===== src/dnle_pkg.sv =====
// Shared constants for the DNS name label encoder.
package dnle_pkg;

  localparam int unsigned CHAR_W = 8;
  localparam int unsigned OFFSET_W = 14;
  localparam int unsigned LEN_W = 6;

  localparam logic [CHAR_W-1:0] DOT_CHAR = 8'h2E;
  localparam logic [CHAR_W-1:0] PTR_MARK = 8'hC0;
  localparam logic [CHAR_W-1:0] ZERO_BYTE = 8'h00;

endpackage


===== src/dns_name_label_encoder.sv =====
// Top level of the DNS name label encoder with its label buffer memory.
//
// Usage: the input channel (in_valid, in_stall) takes one character of a dotted
// domain name per request, with in_final_char on the last character. Ordinary
// characters are written into the label memory, up to MAX_LABEL per label. A
// dot with a pending label, or a final ordinary character, starts a replay: a
// length byte, the buffered label bytes read back from the memory, and, after a
// final ordinary character, a zero byte or a two-byte compression pointer. Each
// result request on the output channel (out_valid, out_stall) carries one byte;
// out_run_last marks the last byte of a replay and out_name_done the last byte
// of the name. A replay sends one byte per cycle while out_stall stays low and
// holds in_stall high until its last byte is loaded; the single read port of the
// label memory, read one address ahead of the output register, sets that pace.
// The output register lets the next character enter while the last byte of a
// replay still waits. When the receiver stalls, the byte holds and the replay
// pauses. Reset clears the label length, the truncation flag and the valid
// flag; the memory keeps its contents, which never reach out_byte unwritten.
module dns_name_label_encoder #(
  parameter int unsigned MAX_LABEL = 32
) (
  input  logic                             clk,
  input  logic                             rst_n,
  input  logic                             in_valid,
  output logic                             in_stall,
  input  logic [dnle_pkg::CHAR_W-1:0]      in_name_char,
  input  logic                             in_final_char,
  input  logic                             in_use_pointer,
  input  logic [dnle_pkg::OFFSET_W-1:0]    in_pointer_offset,
  output logic                             out_valid,
  input  logic                             out_stall,
  output logic [dnle_pkg::CHAR_W-1:0]      out_byte,
  output logic                             out_run_last,
  output logic                             out_name_done,
  output logic                             out_label_cut
);

  localparam int unsigned IDX_W = (MAX_LABEL > 1) ? $clog2(MAX_LABEL) : 1;
  localparam logic [dnle_pkg::LEN_W-1:0] MAX_LEN = dnle_pkg::LEN_W'(MAX_LABEL);

  typedef enum logic [2:0] {
    ST_IDLE,
    ST_LEN,
    ST_DATA,
    ST_TERM0,
    ST_TERM1
  } state_t;

  state_t                          state_r;
  logic [dnle_pkg::LEN_W-1:0]      len_r;
  logic                            cut_r;
  logic                            term_r;
  logic                            fin_r;
  logic                            ptr_r;
  logic [dnle_pkg::OFFSET_W-1:0]   off_r;
  logic [IDX_W-1:0]                rd_idx_r;
  logic [IDX_W-1:0]                rd_idx_nxt;
  logic [dnle_pkg::CHAR_W-1:0]     rdata_r;
  logic [dnle_pkg::CHAR_W-1:0]     label_mem [MAX_LABEL];

  logic                            out_valid_r;
  logic [dnle_pkg::CHAR_W-1:0]     out_byte_r;
  logic                            out_run_last_r;
  logic                            out_name_done_r;
  logic                            out_label_cut_r;

  logic             accept;
  logic             is_dot;
  logic             wr_en;
  logic [IDX_W-1:0] wr_idx;
  logic             load;
  logic             last_data;

  assign in_stall  = (state_r != ST_IDLE);
  assign accept    = in_valid && (state_r == ST_IDLE);
  assign is_dot    = (in_name_char == dnle_pkg::DOT_CHAR);
  assign wr_en     = accept && !is_dot && (len_r < MAX_LEN);
  assign wr_idx    = len_r[IDX_W-1:0];
  assign load      = !out_valid_r || !out_stall;
  assign last_data = (dnle_pkg::LEN_W'(rd_idx_r) == (len_r - dnle_pkg::LEN_W'(1)));

  always_comb begin
    rd_idx_nxt = rd_idx_r;
    if (state_r == ST_IDLE) begin
      rd_idx_nxt = '0;
    end else if ((state_r == ST_DATA) && load) begin
      rd_idx_nxt = last_data ? '0 : rd_idx_r + IDX_W'(1);
    end
  end

  always_ff @(posedge clk) begin
    if (wr_en) begin
      label_mem[wr_idx] <= in_name_char;
    end
    if (wr_en && (wr_idx == rd_idx_nxt)) begin
      rdata_r <= in_name_char;
    end else begin
      rdata_r <= label_mem[rd_idx_nxt];
    end
  end

  always_ff @(posedge clk) begin
    if (!rst_n) begin
      state_r     <= ST_IDLE;
      len_r       <= '0;
      cut_r       <= 1'b0;
      rd_idx_r    <= '0;
      out_valid_r <= 1'b0;
    end else begin
      rd_idx_r <= rd_idx_nxt;
      if (out_valid_r && !out_stall && (state_r == ST_IDLE)) begin
        out_valid_r <= 1'b0;
      end
      case (state_r)
        ST_IDLE: begin
          if (accept) begin
            if (is_dot) begin
              term_r <= 1'b0;
              fin_r  <= in_final_char;
              if (len_r != '0) begin
                state_r <= ST_LEN;
              end
            end else begin
              if (len_r < MAX_LEN) begin
                len_r <= len_r + dnle_pkg::LEN_W'(1);
              end else begin
                cut_r <= 1'b1;
              end
              term_r <= 1'b1;
              fin_r  <= 1'b1;
              ptr_r  <= in_use_pointer;
              off_r  <= in_pointer_offset;
              if (in_final_char) begin
                state_r <= ST_LEN;
              end
            end
          end
        end
        ST_LEN: begin
          if (load) begin
            out_valid_r     <= 1'b1;
            out_byte_r      <= dnle_pkg::CHAR_W'(len_r);
            out_run_last_r  <= 1'b0;
            out_name_done_r <= 1'b0;
            out_label_cut_r <= cut_r;
            state_r         <= ST_DATA;
          end
        end
        ST_DATA: begin
          if (load) begin
            out_valid_r     <= 1'b1;
            out_byte_r      <= rdata_r;
            out_run_last_r  <= 1'b0;
            out_name_done_r <= 1'b0;
            out_label_cut_r <= cut_r;
            if (last_data) begin
              if (term_r) begin
                state_r <= ST_TERM0;
              end else begin
                out_run_last_r  <= 1'b1;
                out_name_done_r <= fin_r;
                len_r           <= '0;
                cut_r           <= 1'b0;
                state_r         <= ST_IDLE;
              end
            end
          end
        end
        ST_TERM0: begin
          if (load) begin
            out_valid_r     <= 1'b1;
            out_label_cut_r <= cut_r;
            if (ptr_r) begin
              out_byte_r      <= dnle_pkg::PTR_MARK |
                                 dnle_pkg::CHAR_W'(off_r[dnle_pkg::OFFSET_W-1:8]);
              out_run_last_r  <= 1'b0;
              out_name_done_r <= 1'b0;
              state_r         <= ST_TERM1;
            end else begin
              out_byte_r      <= dnle_pkg::ZERO_BYTE;
              out_run_last_r  <= 1'b1;
              out_name_done_r <= 1'b1;
              len_r           <= '0;
              cut_r           <= 1'b0;
              state_r         <= ST_IDLE;
            end
          end
        end
        ST_TERM1: begin
          if (load) begin
            out_valid_r     <= 1'b1;
            out_byte_r      <= off_r[7:0];
            out_run_last_r  <= 1'b1;
            out_name_done_r <= 1'b1;
            out_label_cut_r <= cut_r;
            len_r           <= '0;
            cut_r           <= 1'b0;
            state_r         <= ST_IDLE;
          end
        end
        default: begin
          state_r <= ST_IDLE;
        end
      endcase
    end
  end

  assign out_valid     = out_valid_r;
  assign out_byte      = out_byte_r;
  assign out_run_last  = out_run_last_r;
  assign out_name_done = out_name_done_r;
  assign out_label_cut = out_label_cut_r;

endmodule


===== config.mk =====
export PLATFORM = sky130hd
export DESIGN_NAME = dns_name_label_encoder
export DESIGN_NICKNAME = d
export VERILOG_FILES = /design/src/dnle_pkg.sv /design/src/dns_name_label_encoder.sv
export SDC_FILE = /design/constraint.sdc
export NUM_CORES = 1
export LEC_CHECK = 0
export BUFFER_PORTS_ARGS = -buffer_cell sky130_fd_sc_hd__buf_4
export CORE_ASPECT_RATIO = 2
export CORE_MARGIN = 2
export CORE_UTILIZATION = 40
export CTS_BUF_LIST = sky130_fd_sc_hd__clkbuf_8
export DETAILED_ROUTE_END_ITERATION = 12
export PLACE_DENSITY = 0.67
export SYNTH_ARGS = -nofsm -noshare
export SYNTH_HDL_FRONTEND = slang
export SYNTH_SLANG_ARGS = --single-unit

===== constraint.sdc =====
create_clock -name clk -period 2.3 [get_ports clk]
set_input_delay 0.575 -clock clk [delete_from_list [all_inputs] [get_ports clk]]
set_output_delay 0.575 -clock clk [all_outputs]
set_load 0.1 [all_outputs]

==> results of run 1 <==
==> layout by cell type (no fill, tap or decap), drive strengths merged, types with 3 or more instances in the layout <==
cell type / n
mux2i: 64
nand2: 32
o21ai: 8
nand3: 10
nand4: 5
nor4: 3
clkbuf: 47
nand2b: 4
a221oi: 14
ha: 5
xor2: 4
a22o: 8
nor2: 63
edfxtp: 284
mux4: 44
xnor2: 6
or3: 4
nor3: 13
and2: 7
a22oi: 8
o31ai: 4
dfxtp: 21
or2: 3
clkinv: 11
buf: 104
a21oi: 25
a2bb2oi: 3
nor2b: 5
o221ai: 4
inv: 26
==> what timing repair did <==
item	in CTS	in global routing
pin swaps	0	2
endpoints found under the setup margin	43	228
hold endpoints to repair	0	0
buffers inserted	0	2
gates resized for setup	8	39
hold buffers	0	0
==> sequential cells by signal, summed over array words and instances, names as in the netlist, named ones only <==
signal	count
label_mem	256
out_name_done	1
cut_r	1
fin_r	1
out_byte	8
off_r	14
len_r	6
term_r	1
ptr_r	1
out_run_last	1
rd_idx_r	5
state_r	3
out_valid	1
out_label_cut	1
==> cell type report <==
cell class,count,area (µm²),area share
repair buffers,104,951,0.0653
multi-input cells,373,3380,0.232
clock buffers,47,647,0.0444
well taps,372,465,0.0320
flip-flops and latches,305,8960,0.615
inverters,7,28.8,0.00198
clock inverters,31,136,0.00936
==> worst paths after layout <==
check / endpoint / slack, ns / cells past startpoint
worst min register to register: out_label_cut / 0.45 / 0
worst min-delay path: off_r[3] / 0.19 / 1
worst max register to register: out_byte[0] / 0.06 / 6
worst max-delay path: out_byte[0] / 0.06 / 6
==> power breakdown <==
| group | internal (mW) | switching, mW |
|---|---|---|
| logic | 1.20 | 2.06 |
| registers | 6.39 | 0.111 |
| clock network | 1.89 | 1.96 |
==> metal layers <==
metal | wire, µm | share of wire | vias to the layer above
met5 | 0 | 0 | -
met4 | 1010 | 0.035 | 0
met3 | 1790 | 0.062 | 67
met2 | 14500 | 0.50 | 299
met1 | 11500 | 0.40 | 3507
li1 | - | - | 3110
==> through the flow <==
step / power (mW) / utilization
final: 13.6 / 0.476
after global routing: 14.2 / 0.476
after CTS: 13.6 / 0.471
after detailed placement: 9.72 / 0.445
after global placement: 9.68 / 0.445
after floorplan: 8.59 / -
==> cell families (layout without fill, tap and decap cells) <==
family                   count (synthesis)  in the layout  synth area share
multiplexers                           108            108             0.132
AO/OA/AOI/OAI                           92             92            0.0552
adder cells (fa/ha/maj)                  5              5           0.00505
buffers and inverters                   46            189            0.0166
XOR/XNOR                                10             10           0.00708
AND/OR/NAND/NOR                        158            158            0.0614
flip-flops                             305            305             0.723
==> flow_metrics.tcl, run 1 <==
set metrics [dict create \
    coreArea_mm2 0.0306 \
    grt_max_degree 33 \
    met1_usage 0.239 \
    hold_viol 0 \
    dpl_worst_slack_ns -0.340 \
    io_pins 41 \
    yosysSeqAreaShare 0.723 \
    remaining_drc_errors 0 \
    start_util 0.404 \
    clockRootBuffer "clkbuf_8" \
    first_pass_iters 5 \
    viasPerCell 5.64 \
    clk_path_buf_depth 3 \
    synth_cells 724 \
    setup_violations 0 \
    postPlaceCellArea_mm2 0.0136 \
    dpl.cell_count 1159 \
    die_area_mm2 0.0325 \
    rsz0062_at_grt "no" \
    antenna_found_initial 0 \
    final_area_mm2 0.0146 \
    clock-sinks 305 \
    die_w_um 128 \
    path_cells "buf_4 > mux4_2 > mux2i_1 > a22oi_1 > a31oi_1 > a21oi_1" \
    ant_nets 0 \
    worst_pin_slew_ns 0.715 \
    power_leakage_nw 4.68 \
    cp.required_ns 2.62 \
    drtIter0Drc 521 \
    crit_path_max_incr_delay_ns 0.55 \
    post-synth-top-count-cell "edfxtp_1" \
    layout_setup_ws_ns 0.0632 \
    synthTopCellsByCount "edfxtp_1 (284), mux2i_1 (64), nor2_1 (63), mux4_2 (44), nand2_1 (32)" \
    diodes 0 \
    synth_area_leaders "edfxtp_1 (69%), mux4_2 (8.0%), mux2i_1 (5.2%)" \
    wl_per_cell_um 23.2 \
    n_fill_cell 2517 \
    nets 868 \
    criticalPathCategory "reg -> reg" \
    clock-skew-final_ns 0.0186 \
    grt_use_total 0.183 \
    grt_remaining_overflow 0 \
    maxSlewViolCount 0 \
    clk_pin_slew_ns 0.06 \
    fin_crit_ns 2.24 \
    fin_crit_sh 0.973 \
    met2_usage 0.302 \
    synth_ff_type "edfxtp_1" \
    gp_congestion 0.875 \
    h-tree-depth 2 \
    ir_worst_vdd_mv 0.728 \
    critical-path-top-delay-family "multiplexers" \
    final_cells 1239 \
    relSlewSlack 0.522 \
    num_vias 6983 \
    synth_edf_count 284 \
    synthesis.area_mm2 0.0124 \
    busiest_layer "met2" \
    worst-path-buf-inv 1 \
    synth_warnings 0 \
    cts_buffers 44 \
    async_flop_share 0 \
    yosysTopAreaCell "edfxtp_1" \
    synth.net_count 757 \
    status "completed" \
    drive_above_1_share 0.302 \
    cp-start-kind "flip-flop" \
    grt_pass1_wl_mm 44.0 \
    wl_mm 28.8 \
    cp_max_fo 14 \
    rows 91 \
    use_met3 0.0296 \
    portBuffers 40 \
    cp-end-kind "flip-flop" \
    holdWs_ns 0.187 \
    synth_top_area_share 0.689 \
    clock.fmax_mhz 447 \
    synth_seq_cells 305 \
    drv_cap 0 \
    grt_pass1_vias 7208 \
    fp.dieH_um 253 \
    slowest_stage "mux4_2" \
    yosysUniqueCellTypes 61 \
    hpwl_mm 19.5 \
    avgSynthCellArea_um2 17.1 \
    holdCritPathClass "in -> reg" \
    min_from "in_pointer_offset[3]" \
    cts_tree "done" \
    area_growth_pct 17.7 \
    fin_tns_setup_ns 0 \
    cp.arrival_ns 2.56 \
    p_per_area_mw_per_mm2 935 \
    clock_latency_ns 0.57 \
]
Note: power is estimated with default switching activity, not from simulation.
==> run 2, diff against run 1 <==
==> constraint.sdc (replaced) <==
create_clock -name clk -period 1.8 [get_ports clk]
set_input_delay 0.45 -clock clk [delete_from_list [all_inputs] [get_ports clk]]
set_output_delay 0.45 -clock clk [all_outputs]
set_load 0.1 [all_outputs]
==> flow_metrics.tcl, run 2 (synthesis results as in run 1) <==
set metrics [dict create \
    status "finished, violations left" \
    violations "setup timing" \
    n_fill_cell 2345 \
    ant_nets 0 \
    critical-path-top-delay-family "compound AO/OA/AOI/OAI gates" \
    cts_buffers 43 \
    multi_input_area_mm2 0.00409 \
    grt_pass1_wl_mm 46.6 \
    clk_pin_slew_ns 0.06 \
    wl_per_cell_um 24.1 \
    drive_above_1_share 0.451 \
    final-seq-area_mm2 0.00897 \
    cp.required_ns 2.19 \
    cp-end-kind "flip-flop" \
    coreArea_mm2 0.0306 \
    setup_violations 285 \
    first_pass_iters 5 \
    worst_pin_slew_ns 0.647 \
    relSlewSlack 0.568 \
    fin_crit_ns 2.18 \
    drv_cap 0 \
    wl_mm 31.5 \
    fin_tns_setup_ns -19.10 \
    portBuffers 40 \
    crit_path_max_incr_delay_ns 0.42 \
    power_leakage_nw 5.15 \
    die_area_mm2 0.0325 \
    remaining_drc_errors 0 \
    maxSlewViolCount 0 \
    clock-skew-final_ns 0.0200 \
    start_util 0.404 \
    diodes 0 \
    holdCritPathClass "in -> reg" \
    rsz0062_at_grt "yes" \
    h-tree-depth 2 \
    p_int_mw 13.3 \
    die_w_um 128 \
    layout_setup_ws_ns -0.384 \
    p_seq_frac 0.430 \
    cp-start-kind "flip-flop" \
    dpl.cell_count 1206 \
    regMostFlops "label_mem" \
    slowest_stage "dfxtp_4" \
    final_cells 1308 \
    criticalPathCategory "reg -> reg" \
    clk_path_buf_depth 3 \
    hold_viol 0 \
    nets 936 \
    final_common_cell "edfxtp_1" \
    grt_use_total 0.194 \
    cts_tree "done" \
    viasPerCell 5.61 \
    io_pins 41 \
    fin_crit_sh 1.21 \
    clkPwrFrac 0.280 \
    cp_max_fo 8 \
    fp.dieH_um 253 \
    antenna_found_initial 0 \
    final_cell_mix "edfxtp_1 (284), buf_4 (143), mux4_2 (44), mux2i_1 (44), clkbuf_8 (44)" \
    clockRootBuffer "clkbuf_8" \
    worst-path-buf-inv 2 \
    largest_reg_flops 256 \
    power_switching_mw 6.10 \
    clock-sinks 305 \
    gp_congestion 0.844 \
    p_comb_frac 0.290 \
    p_per_area_mw_per_mm2 1220 \
    clock.fmax_mhz 458 \
    cts_hold_buf 0 \
    ir_worst_vdd_mv 0.897 \
    rows 91 \
    area_growth_pct 28.6 \
    cp.arrival_ns 2.58 \
    grt_max_degree 33 \
    hpwl_mm 20.6 \
    grt_pass1_vias 7580 \
    drtIter0Drc 494 \
    grt_remaining_overflow 0 \
    clock_latency_ns 0.57 \
    netSwitchingFraction 0.314 \
    path_cells "buf_12 > and2_4 > buf_6 > a22o_1 > a221oi_2 > o221ai_2 > a221oi_2 > a2bb2oi_2" \
    cpMostUsedCell "a221oi_2" \
    num_vias 7344 \
]
run 2: cell type report:
| type | count | area share |
|---|---|---|
| clock inverters | 34 | 0.0161 |
| clock buffers | 44 | 0.0380 |
| flip-flops and latches | 305 | 0.563 |
| well taps | 372 | 0.0292 |
| inverters | 7 | 0.00228 |
| repair buffers | 172 | 0.0939 |
| multi-input cells | 374 | 0.257 |
run 2: power groups by stage:
stage                     Combinational (mW)  Sequential, mW  Clock, mW
after floorplan                         2.32            9.02          0
after global placement                  4.34            8.45          0
after detailed placement                4.38            8.46          0
after CTS                               5.36            8.34       5.53
after global routing                    5.89            8.36       5.80
final                                   5.63            8.34       5.43
run 2: per-layer routing:
metal / wire length [µm] / up-vias / part of all wire / GRT usage
met5: 0 / - / 0 / 0
met4: 998 / 0 / 0.032 / 0.0615
met3: 1380 / 72 / 0.044 / 0.0270
met2: 16500 / 247 / 0.52 / 0.335
met1: 12600 / 3763 / 0.40 / 0.252
li1: - / 3262 / - / -
run 2: worst paths after layout:
check / startpoint / endpoint / slack (ns) / cells past startpoint
setup reg to reg: flip-flop / out_byte[2] / -0.38 / 8
setup / recovery: flip-flop / out_byte[2] / -0.38 / 8
hold / removal: in_pointer_offset[13] / off_r[13] / 0.06 / 1
hold reg to reg: cut_r / out_label_cut / 0.45 / 0
run 2: timing repair:
action / CTS / global route
cloned: 2 / 1
pin swaps: 34 / 37
setup buffers: 21 / 8
gates resized for setup: 116 / 39
endpoints found under the setup margin: 287 / 288
run 2: through the flow:
stage	power [mW]	setup WS, ns	hold WS (ns)	cell area, µm²	util
after detailed placement	12.8	-0.868	0.433	14100	0.460
after global placement	12.8	-0.840	0.423	14100	0.460
after floorplan	11.3	-0.312	0.408	12700	-
after CTS	19.2	-0.396	0.0311	15700	0.514
final	19.4	-0.384	0.0597	15900	0.520
after global routing	20.1	-0.403	0.0383	15900	0.520
